## config.mk

```make
export PLATFORM = sky130hd
export DESIGN_NAME = double_to_decimal_mantissa_text_flat
export DESIGN_NICKNAME = d
export VERILOG_FILES = /design/src/design/dtdm_pkg.sv /design/src/design/dtdm_if.sv /design/src/design/dtdm_dp.sv /design/src/design/dtdm_ctrl.sv /design/src/design/double_to_decimal_mantissa_text.sv /design/src/flat_wrapper.sv
export VERILOG_INCLUDE_DIRS = /design/src /design/src/design
export SDC_FILE = /design/constraint.sdc
export NUM_CORES = 1
export LEC_CHECK = 0
export ABC_AREA = 1
export BUFFER_PORTS_ARGS = -buffer_cell sky130_fd_sc_hd__buf_2
export CAP_MARGIN = 20
export CORE_MARGIN = 2
export CORE_UTILIZATION = 45
export CTS_CLUSTER_DIAMETER = 80
export DETAILED_ROUTE_END_ITERATION = 6
export GPL_TIMING_DRIVEN = 1
export PLACE_DENSITY = 0.74
export SYNTH_ARGS = -nofsm -noshare
export SYNTH_HDL_FRONTEND = slang
export SYNTH_SLANG_ARGS = --single-unit
```

## constraint.sdc

```tcl
create_clock -name clk_i -period 7.1 [get_ports clk_i]
set_input_delay 1.42 -clock clk_i [delete_from_list [all_inputs] [get_ports clk_i]]
set_output_delay 1.42 -clock clk_i [all_outputs]
set_load 0.05 [all_outputs]
```

## src/design/double_to_decimal_mantissa_text_assert.svh

```systemverilog
// assertion macros used by the formatter controller
`ifndef DOUBLE_TO_DECIMAL_MANTISSA_TEXT_ASSERT_SVH
`define DOUBLE_TO_DECIMAL_MANTISSA_TEXT_ASSERT_SVH

// same-cycle implication, checked outside reset
`define DTDM_ASSERT_IMP(lbl, ante, cons, msg) \
  lbl: assert property (@(posedge clk_i) disable iff (!rst_ni) (ante) |-> (cons)) \
    else $error(msg);

// next-cycle implication, checked outside reset
`define DTDM_ASSERT_NXT(lbl, ante, cons, msg) \
  lbl: assert property (@(posedge clk_i) disable iff (!rst_ni) (ante) |=> (cons)) \
    else $error(msg);

`endif

```

## src/design/dtdm_pkg.sv

```systemverilog
// shared constants, codes and control structs of the mantissa text formatter
package dtdm_pkg;

  localparam int FRACTION_DIGITS = 20;
  localparam int GEN_DIGITS      = FRACTION_DIGITS + 1;
  localparam int FRAC_BITS       = 52;
  localparam int EXP_W           = 11;
  localparam int IDX_W           = $clog2(GEN_DIGITS + 1);

  localparam logic [EXP_W-1:0] EXP_BIAS      = EXP_W'(1023);
  localparam logic [EXP_W-1:0] SUBNORMAL_MAG = EXP_W'(1022);

  localparam logic [6:0] CH_PLUS  = 7'h2B;
  localparam logic [6:0] CH_MINUS = 7'h2D;
  localparam logic [6:0] CH_DOT   = 7'h2E;
  localparam logic [6:0] CH_STAR  = 7'h2A;
  localparam logic [6:0] CH_TWO   = 7'h32;
  localparam logic [6:0] CH_CARET = 7'h5E;
  localparam logic [6:0] CH_ZERO  = 7'h30;

  typedef logic [IDX_W-1:0] idx_t;

  typedef enum logic [3:0] {
    CK_SIGN,
    CK_INT,
    CK_DOT,
    CK_FRAC,
    CK_STAR,
    CK_TWO,
    CK_CARET,
    CK_MINUS,
    CK_EXP
  } char_kind_e;

  // controller to datapath
  typedef struct packed {
    logic       load;
    logic       gen;
    logic       round;
    logic       emit;
    logic       last;
    char_kind_e kind;
    idx_t       idx;
  } cmd_t;

  // datapath to controller
  typedef struct packed {
    logic       gen_zero;
    logic       round_done;
    logic       out_free;
    idx_t       frac_len;
    logic       exp_neg;
    logic [1:0] exp_top;
  } sts_t;

endpackage

```

## src/design/dtdm_if.sv

```systemverilog
// valid/ready channel interfaces for the word input and the character output
interface dtdm_in_if;
  logic        valid;
  logic        ready;
  logic [63:0] raw_bits;

  modport source (output valid, output raw_bits, input ready);
  modport sink   (input valid, input raw_bits, output ready);
endinterface

interface dtdm_out_if;
  logic       valid;
  logic       ready;
  logic [6:0] text_char;
  logic       last_char;

  modport source (output valid, output text_char, output last_char, input ready);
  modport sink   (input valid, input text_char, input last_char, output ready);
endinterface

```

## src/design/dtdm_dp.sv

```systemverilog
// datapath: fraction digit generator, rounding step, exponent digits, output register
module dtdm_dp (
  input  logic             clk_i,
  input  logic             rst_ni,
  input  logic [63:0]      raw_bits_i,
  input  dtdm_pkg::cmd_t   cmd_i,
  output dtdm_pkg::sts_t   sts_o,
  output logic             out_valid_o,
  input  logic             out_ready_i,
  output logic [6:0]       text_char_o,
  output logic             last_char_o
);

  // splits a magnitude below 1100 into thousands, hundreds, tens, units
  function automatic logic [3:0][3:0] exp_split(input logic [dtdm_pkg::EXP_W-1:0] m);
    logic [dtdm_pkg::EXP_W-1:0] r;
    logic [dtdm_pkg::EXP_W-1:0] s;
    logic [3:0]                 d;
    logic [3:0][3:0]            res;
    res = '0;
    r   = m;
    if (r >= dtdm_pkg::EXP_W'(1000)) begin
      res[3] = 4'd1;
      r      = r - dtdm_pkg::EXP_W'(1000);
    end
    d = '0;
    s = '0;
    for (int k = 1; k <= 9; k++) begin
      if (r >= dtdm_pkg::EXP_W'(k * 100)) begin
        d = 4'(k);
        s = dtdm_pkg::EXP_W'(k * 100);
      end
    end
    res[2] = d;
    r      = r - s;
    d      = '0;
    s      = '0;
    for (int k = 1; k <= 9; k++) begin
      if (r >= dtdm_pkg::EXP_W'(k * 10)) begin
        d = 4'(k);
        s = dtdm_pkg::EXP_W'(k * 10);
      end
    end
    res[1] = d;
    r      = r - s;
    res[0] = r[3:0];
    return res;
  endfunction

  logic                            sign_q;
  logic [1:0]                      int_q;
  logic [dtdm_pkg::FRAC_BITS-1:0]  rem_q;
  logic [3:0]                      digits_q [dtdm_pkg::GEN_DIGITS];
  dtdm_pkg::idx_t                  len_q;
  logic                            carry_q;
  logic                            neg_q;
  logic [dtdm_pkg::EXP_W-1:0]      mag_q;
  logic [3:0][3:0]                 edig_q;
  logic                            out_valid_q;
  logic [6:0]                      text_q;
  logic                            last_q;

  logic [dtdm_pkg::FRAC_BITS+3:0]  prod;
  logic [3:0]                      gen_digit;
  logic [3:0]                      rd_digit;
  logic [3:0]                      rnd_digit;
  logic                            rnd_carry;
  logic [dtdm_pkg::EXP_W-1:0]      efield;
  dtdm_pkg::idx_t                  idx_inc;
  logic [6:0]                      char_sel;

  assign efield    = raw_bits_i[62:52];
  assign prod      = ((dtdm_pkg::FRAC_BITS+4)'(rem_q) << 3) +
                     ((dtdm_pkg::FRAC_BITS+4)'(rem_q) << 1);
  assign gen_digit = prod[dtdm_pkg::FRAC_BITS+3:dtdm_pkg::FRAC_BITS];
  assign rd_digit  = digits_q[cmd_i.idx];
  assign rnd_carry = carry_q && (rd_digit == 4'd9);
  assign rnd_digit = !carry_q ? rd_digit : (rnd_carry ? 4'd0 : rd_digit + 4'd1);
  assign idx_inc   = cmd_i.idx + 1'b1;

  always_ff @(posedge clk_i) begin
    if (cmd_i.load) begin
      sign_q <= raw_bits_i[63];
      int_q  <= {1'b0, efield != '0};
      rem_q  <= raw_bits_i[dtdm_pkg::FRAC_BITS-1:0];
      if (efield == '0) begin
        neg_q <= 1'b1;
        mag_q <= dtdm_pkg::SUBNORMAL_MAG;
      end else if (efield < dtdm_pkg::EXP_BIAS) begin
        neg_q <= 1'b1;
        mag_q <= dtdm_pkg::EXP_BIAS - efield;
      end else begin
        neg_q <= 1'b0;
        mag_q <= efield - dtdm_pkg::EXP_BIAS;
      end
    end
    if (cmd_i.gen) begin
      rem_q                <= prod[dtdm_pkg::FRAC_BITS-1:0];
      digits_q[cmd_i.idx]  <= gen_digit;
      if (cmd_i.idx == dtdm_pkg::idx_t'(dtdm_pkg::GEN_DIGITS - 1)) begin
        carry_q <= gen_digit >= 4'd5;
        len_q   <= '0;
      end else begin
        // the digit that empties the remainder is nonzero unless the fraction was zero
        len_q   <= (gen_digit != '0) ? idx_inc : '0;
      end
    end
    if (cmd_i.round) begin
      digits_q[cmd_i.idx] <= rnd_digit;
      carry_q             <= rnd_carry;
      if (len_q == '0 && rnd_digit != '0) begin
        len_q <= idx_inc;
      end
      if (cmd_i.idx == '0 && rnd_carry) begin
        int_q <= int_q + 2'd1;
      end
    end
    edig_q <= exp_split(mag_q);
  end

  always_comb begin
    case (cmd_i.kind)
      dtdm_pkg::CK_SIGN:  char_sel = sign_q ? dtdm_pkg::CH_MINUS : dtdm_pkg::CH_PLUS;
      dtdm_pkg::CK_INT:   char_sel = dtdm_pkg::CH_ZERO + 7'(int_q);
      dtdm_pkg::CK_DOT:   char_sel = dtdm_pkg::CH_DOT;
      dtdm_pkg::CK_FRAC:  char_sel = dtdm_pkg::CH_ZERO + 7'(rd_digit);
      dtdm_pkg::CK_STAR:  char_sel = dtdm_pkg::CH_STAR;
      dtdm_pkg::CK_TWO:   char_sel = dtdm_pkg::CH_TWO;
      dtdm_pkg::CK_CARET: char_sel = dtdm_pkg::CH_CARET;
      dtdm_pkg::CK_MINUS: char_sel = dtdm_pkg::CH_MINUS;
      dtdm_pkg::CK_EXP:   char_sel = dtdm_pkg::CH_ZERO + 7'(edig_q[cmd_i.idx[1:0]]);
      default:            char_sel = dtdm_pkg::CH_ZERO;
    endcase
  end

  // output register
  always_ff @(posedge clk_i or negedge rst_ni) begin
    if (!rst_ni) begin
      out_valid_q <= 1'b0;
    end else if (cmd_i.emit) begin
      out_valid_q <= 1'b1;
    end else if (out_ready_i) begin
      out_valid_q <= 1'b0;
    end
  end

  always_ff @(posedge clk_i) begin
    if (cmd_i.emit) begin
      text_q <= char_sel;
      last_q <= cmd_i.last;
    end
  end

  always_comb begin
    sts_o            = '0;
    sts_o.gen_zero   = prod[dtdm_pkg::FRAC_BITS-1:0] == '0;
    sts_o.round_done = (cmd_i.idx == '0) ||
                       (!rnd_carry && (len_q != '0 || rnd_digit != '0));
    sts_o.out_free   = !out_valid_q || out_ready_i;
    sts_o.frac_len   = len_q;
    sts_o.exp_neg    = neg_q;
    if (mag_q >= dtdm_pkg::EXP_W'(1000)) begin
      sts_o.exp_top = 2'd3;
    end else if (mag_q >= dtdm_pkg::EXP_W'(100)) begin
      sts_o.exp_top = 2'd2;
    end else if (mag_q >= dtdm_pkg::EXP_W'(10)) begin
      sts_o.exp_top = 2'd1;
    end else begin
      sts_o.exp_top = 2'd0;
    end
  end

  assign out_valid_o = out_valid_q;
  assign text_char_o = text_q;
  assign last_char_o = last_q;

endmodule

```

## src/design/dtdm_ctrl.sv

```systemverilog
// controller: sequences digit generation, rounding pass and character emission
`include "double_to_decimal_mantissa_text_assert.svh"

module dtdm_ctrl (
  input  logic           clk_i,
  input  logic           rst_ni,
  input  logic           in_valid_i,
  output logic           in_ready_o,
  output dtdm_pkg::cmd_t cmd_o,
  input  dtdm_pkg::sts_t sts_i
);

  localparam logic [1:0] S_IDLE  = 2'd0;
  localparam logic [1:0] S_GEN   = 2'd1;
  localparam logic [1:0] S_ROUND = 2'd2;
  localparam logic [1:0] S_EMIT  = 2'd3;

  logic [1:0]           state_q, state_d;
  dtdm_pkg::idx_t       idx_q, idx_d;
  dtdm_pkg::char_kind_e kind_q, kind_d;

  always_comb begin
    state_d    = state_q;
    idx_d      = idx_q;
    kind_d     = kind_q;
    in_ready_o = 1'b0;
    cmd_o      = '0;
    cmd_o.idx  = idx_q;
    cmd_o.kind = kind_q;
    unique case (state_q)
      S_IDLE: begin
        in_ready_o = 1'b1;
        if (in_valid_i) begin
          cmd_o.load = 1'b1;
          idx_d      = '0;
          state_d    = S_GEN;
        end
      end
      S_GEN: begin
        cmd_o.gen = 1'b1;
        if (idx_q == dtdm_pkg::idx_t'(dtdm_pkg::GEN_DIGITS - 1)) begin
          idx_d   = dtdm_pkg::idx_t'(dtdm_pkg::FRACTION_DIGITS - 1);
          state_d = S_ROUND;
        end else if (sts_i.gen_zero) begin
          kind_d  = dtdm_pkg::CK_SIGN;
          state_d = S_EMIT;
        end else begin
          idx_d = idx_q + 1'b1;
        end
      end
      S_ROUND: begin
        cmd_o.round = 1'b1;
        if (sts_i.round_done) begin
          kind_d  = dtdm_pkg::CK_SIGN;
          state_d = S_EMIT;
        end else begin
          idx_d = idx_q - 1'b1;
        end
      end
      S_EMIT: begin
        if (sts_i.out_free) begin
          cmd_o.emit = 1'b1;
          unique case (kind_q)
            dtdm_pkg::CK_SIGN: kind_d = dtdm_pkg::CK_INT;
            dtdm_pkg::CK_INT:
              kind_d = (sts_i.frac_len != '0) ? dtdm_pkg::CK_DOT : dtdm_pkg::CK_STAR;
            dtdm_pkg::CK_DOT: begin
              kind_d = dtdm_pkg::CK_FRAC;
              idx_d  = '0;
            end
            dtdm_pkg::CK_FRAC: begin
              if (dtdm_pkg::idx_t'(idx_q + 1'b1) == sts_i.frac_len) begin
                kind_d = dtdm_pkg::CK_STAR;
              end else begin
                idx_d = idx_q + 1'b1;
              end
            end
            dtdm_pkg::CK_STAR: kind_d = dtdm_pkg::CK_TWO;
            dtdm_pkg::CK_TWO:  kind_d = dtdm_pkg::CK_CARET;
            dtdm_pkg::CK_CARET: begin
              kind_d = sts_i.exp_neg ? dtdm_pkg::CK_MINUS : dtdm_pkg::CK_EXP;
              idx_d  = dtdm_pkg::idx_t'(sts_i.exp_top);
            end
            dtdm_pkg::CK_MINUS: begin
              kind_d = dtdm_pkg::CK_EXP;
              idx_d  = dtdm_pkg::idx_t'(sts_i.exp_top);
            end
            dtdm_pkg::CK_EXP: begin
              if (idx_q == '0) begin
                cmd_o.last = 1'b1;
                state_d    = S_IDLE;
              end else begin
                idx_d = idx_q - 1'b1;
              end
            end
            default: state_d = S_IDLE;
          endcase
        end
      end
      default: state_d = S_IDLE;
    endcase
  end

  always_ff @(posedge clk_i or negedge rst_ni) begin
    if (!rst_ni) begin
      state_q <= S_IDLE;
      idx_q   <= '0;
      kind_q  <= dtdm_pkg::CK_SIGN;
    end else begin
      state_q <= state_d;
      idx_q   <= idx_d;
      kind_q  <= kind_d;
    end
  end

  `DTDM_ASSERT_IMP(a_emit_needs_room, cmd_o.emit, sts_i.out_free, "character issued into a full output register")
  `DTDM_ASSERT_NXT(a_last_goes_idle, cmd_o.emit && cmd_o.last, state_q == S_IDLE, "controller not idle after last character")
  `DTDM_ASSERT_IMP(a_gen_in_range, state_q == S_GEN, idx_q <= dtdm_pkg::idx_t'(dtdm_pkg::GEN_DIGITS - 1), "digit step beyond the last digit")

endmodule

```

## src/design/double_to_decimal_mantissa_text.sv

```systemverilog
// top level of the binary64 to decimal mantissa text formatter
//
//   channel  dir  payload                      beat
//   in_i     in   raw_bits[63:0]               one binary64 word
//   out_o    out  text_char[6:0], last_char    one ascii character
//
// sequence: a number is accepted, then g digit steps (1..21, one
//   multiply-by-ten of the 52-bit remainder each), then r rounding steps
//   (0 when fewer than 21 digits exist, else 1..20, one digit each, walking
//   back until the carry dies and the last nonzero digit is found), then the
//   characters (6..31) pass the output register, one per cycle unless stalled
// reset: asynchronous, active low; clears the controller and the output valid
// stalls: a stalled sink holds the output register and the character sequencer;
//   the next word is taken as soon as the last character sits in the register
module double_to_decimal_mantissa_text (
  input logic        clk_i,
  input logic        rst_ni,
  dtdm_in_if.sink    in_i,
  dtdm_out_if.source out_o
);

  dtdm_pkg::cmd_t cmd;
  dtdm_pkg::sts_t sts;
  logic           in_ready;

  // controller decides what the datapath does in each cycle
  dtdm_ctrl u_ctrl (
    .clk_i      (clk_i),
    .rst_ni     (rst_ni),
    .in_valid_i (in_i.valid),
    .in_ready_o (in_ready),
    .cmd_o      (cmd),
    .sts_i      (sts)
  );

  // datapath holds the word, the digit store and the output beat
  dtdm_dp u_dp (
    .clk_i       (clk_i),
    .rst_ni      (rst_ni),
    .raw_bits_i  (in_i.raw_bits),
    .cmd_i       (cmd),
    .sts_o       (sts),
    .out_valid_o (out_o.valid),
    .out_ready_i (out_o.ready),
    .text_char_o (out_o.text_char),
    .last_char_o (out_o.last_char)
  );

  assign in_i.ready = in_ready;

endmodule
```

## src/flat_wrapper.sv

```systemverilog
// flat-port wrapper written by rule: the top's interface ports become plain ports
module double_to_decimal_mantissa_text_flat 
  (clk_i, rst_ni, in_i_valid, in_i_raw_bits, in_i_ready, out_o_valid, out_o_text_char, out_o_last_char, out_o_ready);
  dtdm_in_if in_i_i ();
  dtdm_out_if out_o_i ();
  input logic clk_i;
  input logic rst_ni;
  input wire logic [$bits(in_i_i.valid)-1:0] in_i_valid;
  input wire logic [$bits(in_i_i.raw_bits)-1:0] in_i_raw_bits;
  output wire logic [$bits(in_i_i.ready)-1:0] in_i_ready;
  output wire logic [$bits(out_o_i.valid)-1:0] out_o_valid;
  output wire logic [$bits(out_o_i.text_char)-1:0] out_o_text_char;
  output wire logic [$bits(out_o_i.last_char)-1:0] out_o_last_char;
  input wire logic [$bits(out_o_i.ready)-1:0] out_o_ready;
  assign in_i_i.valid = in_i_valid;
  assign in_i_i.raw_bits = in_i_raw_bits;
  assign in_i_ready = in_i_i.ready;
  assign out_o_valid = out_o_i.valid;
  assign out_o_text_char = out_o_i.text_char;
  assign out_o_last_char = out_o_i.last_char;
  assign out_o_i.ready = out_o_ready;
  double_to_decimal_mantissa_text u_core (.clk_i(clk_i), .rst_ni(rst_ni), .in_i(in_i_i), .out_o(out_o_i));
endmodule
```

* After elaboration in Yosys (flattened, before gate mapping) *
Memory sizes are Yosys's and may differ from the RTL's.
Cells that the tools add are included.

storage, ports and cells
  register bits after elaboration = 109
  latch bits = 0
  memory bits (writable) = 84
  bits in read-only memories = 0
  bits of input ports = 68
  output and inout port bits = 10
  logic and storage cells = 222
  memories kept = 1

memories
  name                  depth  bits a word  rd ports  clocked after Yosys merged registers in  write ports  line           RTL
  u_core.u_dp.digits_q  21     4            1         0                                        1            dtdm_dp.sv:53  logic [3:0] digits_q [dtdm_pkg::GEN_DIGITS];

cells by class
  add/sub/neg operators = 13
  multipliers = 0
  div/mod/pow operators = 0
  magnitude comparators = 24
  eq/ne operators = 29
  shift operators = 0
  mux-type cells = 102
  bitwise gates (word level) = 1
  reductions and logical operators = 33

operators by type and width
  operator                  number
  $mux W4                   31
  $mux W11                  10
  $mux W52                  2
  $pmux W7 S9               1
  $mux W5                   12
  $add A55 B53 Y56          1
  $ge A11 B10 Y1 const B    5
  $ge A11 B7 Y1 const B     5
  $logic_not A52 Y1         1
  $pmux W5 S4               2
  $ge A11 B6 Y1 const B     3
  $ge A11 B9 Y1 const B     3
  $pmux W4 S8               1
  $mux W2                   13
  $mux W1                   23
  $ge A11 B4 Y1 const B     2
  $ge A11 B5 Y1 const B     2
  $sub A11 B10 Y11 const B  2
  $eq A4 B3 Y1 const B      4
  $ne A3 B3 Y1 const B      5
  $add A6 B4 Y7 const A     2
  $reduce_and A7 Y1         2
  $pmux W4 S3               1
  $ge A11 B8 Y1 const B     1
  46 further kinds          68

* Depth between registers and ports, before layout *
  depth in word-level cells = 24
  gate-level depth with buffers = 53
  mapped depth without buffers = 53

* Modules after synthesis *
From an unflattened synthesis, not the netlist that was laid out.

unflattened totals
  cells, all modules = 1,686
  area total of the unflattened synthesis = 13,406.6 µm²

by module, submodules not included
  module     instances  cells each  area an instance (µm²)  sequential area each (µm²)
  dtdm_dp    1          1,454       12,007.8                5,170.0
  dtdm_ctrl  1          232         1,398.8                 275.3

* Worst setup path before layout *
OpenSTA, ideal clock, no wires.

  kind = register to register
  start = register u_core.u_dp.mag_q[3] in the netlist's numbering
  end = register u_core.u_dp.edig_q[3] in the netlist's numbering
  setup time = 0.109 ns
  arrival = 5.013 ns
  data required time = 6.991 ns
  setup slack = 1.978 ns
  stages on the path, launching flop included = 39
  path buffers = 0
  period minus slack after synthesis = 5.122 ns
  cells stage by stage = edfxtp_1 inv_1 ha_1 nor2_4 nor2_2 nand2_2 nand2_4 or2_4 nand2_4 nand2_2 o41ai_1 nand2_1 nand2_1 nand2_1 ha_1 inv_1 o31ai_1 nand3_1 [3 not listed] nand2_1 nor2_2 nand3b_1 nor2_1 nand2_1 nand2_1 nand2_1 nand2_1 nand2_1 nand2_1 nand2_1 ha_1 fa_1 xor2_1 inv_1 nand3_1 nand2_1 inv_1

between the ends
  word-level cells in the longest chain between the ends = 24
  elaborated cells between the ends (all ways) = 41
  classes of those cells = 3 x add/sub; 19 x order compare; 19 x mux

RTL lines
  what                                                line                          RTL
  from (decl)                                         dtdm_dp.sv:57                 logic [dtdm_pkg::EXP_W-1:0] mag_q;
  from (signal assigned)                              dtdm_dp.sv:88                 mag_q <= dtdm_pkg::SUBNORMAL_MAG;
  from (signal assigned)                              dtdm_dp.sv:91                 mag_q <= dtdm_pkg::EXP_BIAS - efield;
  from (signal assigned)                              dtdm_dp.sv:94                 mag_q <= efield - dtdm_pkg::EXP_BIAS;
  $sub A11 B10 Y11 or $ge A11 B10 Y1 (tied branches)  dtdm_dp.sv:24, dtdm_dp.sv:22
  $mux W11 *                                          dtdm_dp.sv:22                 if (r >= dtdm_pkg::EXP_W'(1000)) begin
  $ge A11 B7 Y1                                       dtdm_dp.sv:29                 if (r >= dtdm_pkg::EXP_W'(k * 100)) begin
  $mux W7                                             dtdm_dp.sv:29
  $mux W11 (8 in series)                              dtdm_dp.sv:29
  $sub A11 B11 Y11 *                                  dtdm_dp.sv:35                 r = r - s;
  $ge A11 B4 Y1                                       dtdm_dp.sv:39                 if (r >= dtdm_pkg::EXP_W'(k * 10)) begin
  $mux W4 (9 in series)                               dtdm_dp.sv:39
  $sub A4 B4 Y4 *                                     dtdm_dp.sv:45                 r = r - s;
  to (signal assigned)                                dtdm_dp.sv:118                edig_q <= exp_split(mag_q);
  to (decl)                                           dtdm_dp.sv:58                 logic [3:0][3:0] edig_q;

Mark *: on every way between the ends. The rest lies on a longest branch, timed or not.
A chain may end at the register's enable or synchronous reset.

* Final worst setup path *
Same ends and word-level chain as after synthesis.

==> metrics.txt <==
initial antenna violation count=1; Root Buffer=clkbuf_16; port buffer count=77; reg2reg end=u_core.u_dp.edig_q[3]; share of layout cells above drive strength 1=0.0912; Synth Register Bits=190; H-Tree Depth=4; worst hold start=u_core.u_dp.mag_q[0]; first-pass GRT wire length=55.7 mm; synth warn=0; Pre-antenna DRT Iters=5; GP Congestion=around 0.95; # clock sinks=190; hold depth=0; Slowest cell on crit path=o41ai_1; worst-skew pair later-pin latency=450 ps; Final Hold Viols=0; WS Path Type=reg -> reg; # diodes=0; max cap viols=0; Die Height=175 um; Mapped Cells=1652; CTS tree=yes; Initial Util=0.458; most numerous cell in the Yosys netlist=nand2_1; Hold Path Class=reg -> reg; shortest period the worst path allows=5800 ps; cell taking the most area after synthesis=edfxtp_1; Synth Flop Type=edfxtp_1; Mapped Area=between 10000 and 15000 um^2; final design utilization=0.507; Area contributors post-synth=edfxtp_1 36%, nand2_1 11%, ha_1 7.0%; critical path peak fanout=8; placement row count=62; final net count=between 1500 and 2000; routed vias/inst=5.53; CP most frequent cell=nand2_1; drt first-iter violations=990; Seq/Total Area, Yosys=0.414; CTS Buf Count=17; slew at the pin closest to its max-slew limit=963 ps; fin crit share=0.817; Yosys top cell area share=0.361; setup TNS=0 ps; io pins=between 70 and 80; RR Startpoint=u_core.u_dp.mag_q[3]; DRC errors left=0; Post-synth EDFFs=158; reg2reg path depth=38; Post CTS Setup Buffer Count=0; Async SR Flop Fraction=0.0632; CP endpoint kind=register; WL final=between 30 and 40 mm; WP data required=7450 ps; Layout area overhead=10.7%; top cells by count, synth=368 x nand2_1, 183 x nor2_1, 182 x inv_1, 158 x edfxtp_1, 150 x o21ai_0; syn_nets=approximately 1800; status=finished, final reports clean; Die W=175 um; gr ovfl total=0; top achievable clock speed=0.172 GHz; Avg Cell Area, Syn=7.96 um^2; core area=between 20000 and 30000 um^2; RSZ-0062 raised after global routing=false; CTS max path bufs=2; slack of the worst reg-to-reg path=1300 ps; Clock Pin Slew Worst Setup and Hold Paths=about 70 ps; Distinct cells, synth=60; Startpoint Class=register; final slew viol count=0; layout filler cell count=2729; vias in the first global route=11300; Post-DRT Antenna Nets=0; Worst slew margin=0.358; routed len/inst=16.1 um; routed via count=11700; GR Util All Layers=0.225; Min-Delay Endpoint=u_core.u_dp.edig_q[0]; CP peak stage delay=760 ps; Post-DP HPWL=25.8 mm; Final Skew=10.7 ps; die area=30600 um^2; largest net degree at the start of global routing=102; Resize count post-CTS=0; CP Data Arrival Time=6150 ps; CTS Hold Bufs=0; final setup vio count=0
-- critical path: cells and delay by family, from the launching register on --
family | cells | cell delay [ps]
buf+inv | 4 | 260
xor+xnor | 1 | 160
simple gates | 27 | 2500
flops | 1 | 380
fa+ha+maj | 4 | 1180
compound gates | 2 | 1180
-- registers in the layout, summed over array words and instances (netlist names), 4 cells and up --
register                 count
u_core.u_dp.edig_q          13
u_core.u_dp.mag_q           11
u_core.u_ctrl.idx_q          5
u_core.u_dp.digits_q        84
u_core.u_dp.text_char_o      7
u_core.u_ctrl.kind_q         4
u_core.u_dp.rem_q           52
u_core.u_dp.len_q            5
-- worst max path at each step --
stage / from / endpoint / cells past startpoint
5_1_grt: u_core.u_dp.mag_q[3] / u_core.u_dp.edig_q[3] / 38
3_5_place_dp: u_core.u_dp.mag_q[3] / u_core.u_dp.edig_q[3] / 40
3_3_place_gp: u_core.u_dp.mag_q[3] / u_core.u_dp.edig_q[3] / 38
6_report: u_core.u_dp.mag_q[3] / u_core.u_dp.edig_q[3] / 38
2_1_floorplan: u_core.u_dp.mag_q[3] / u_core.u_dp.edig_q[3] / 38
4_1_cts: u_core.u_dp.mag_q[3] / u_core.u_dp.edig_q[3] / 40
-- metal layers --
layer / up-vias / wire, um / track usage
met5: - / 11 / 0
met4: 2 / 741 / 0.0764
met3: 56 / 2100 / 0.0361
met2: 387 / 16200 / 0.381
met1: 5469 / 15100 / 0.293
li1: 5787 / - / -
-- cells by family after synthesis --
group	count (synthesis)	share of synthesized area
AOI/OAI and AO/OA	364	0.162
xor gates and xnor gates	74	0.0493
adders and majority gates	77	0.0750
buffers and inverters	224	0.0639
DFF	190	0.414
muxes	6	0.00466
and+or+nand+nor	717	0.231
-- cell type report --
type                       instances  area (um^2)  area share
timing repair buffer              82          423      0.0291
tap                              384          480      0.0330
inverter                         190          713      0.0490
clock buffer                      19          443      0.0304
clock inverter                    13          171      0.0118
multi-input combinational       1238         6880       0.473
sequential                       190         5450       0.374
-- cells in the final DEF, fill, tap and decap left out, types with 4 or more instances in the layout --
| cell | count |
|---|---|
| a211oi_1 | 4 |
| a21boi_0 | 5 |
| a21o_1 | 5 |
| a21oi_1 | 109 |
| a22oi_1 | 4 |
| a31oi_1 | 20 |
| and2_1 | 4 |
| buf_2 | 77 |
| buf_4 | 5 |
| clkbuf_16 | 17 |
| dfrtp_1 | 12 |
| dfxtp_1 | 20 |
| edfxtp_1 | 158 |
| ha_1 | 74 |
| inv_1 | 181 |
| inv_2 | 6 |
| inv_6 | 5 |
| mux2i_1 | 5 |
| nand2_1 | 367 |
| nand2_2 | 13 |
| nand3_1 | 75 |
| nand3b_1 | 4 |
| nand4_1 | 26 |
| nor2_1 | 183 |
| nor2_2 | 5 |
| nor3_1 | 16 |
| nor4_1 | 6 |
| o2111ai_1 | 10 |
| o211ai_1 | 14 |
| o21a_1 | 10 |
| o21ai_0 | 147 |
| o21ai_1 | 5 |
| o21ai_2 | 5 |
| o221ai_1 | 5 |
| xnor2_1 | 30 |
| xor2_1 | 44 |
-- metrics by stage --
step | hold slack [ps] | cell area (um^2) | setup WS (ps) | cells
2_1_floorplan | 372 | 13200 | 1980 | 1652
3_3_place_gp | 426 | 13900 | 1560 | 2084
3_5_place_dp | 423 | 13900 | 1360 | 2084
4_1_cts | 440 | 14600 | 1350 | 2116
5_1_grt | 464 | 14600 | 601 | 2116
6_report | 449 | 14600 | 1300 | 2116
Power is left out: the tool's default activity adds up to more than one toggle a clock period on the data nets, which glitch-free logic cannot reach.
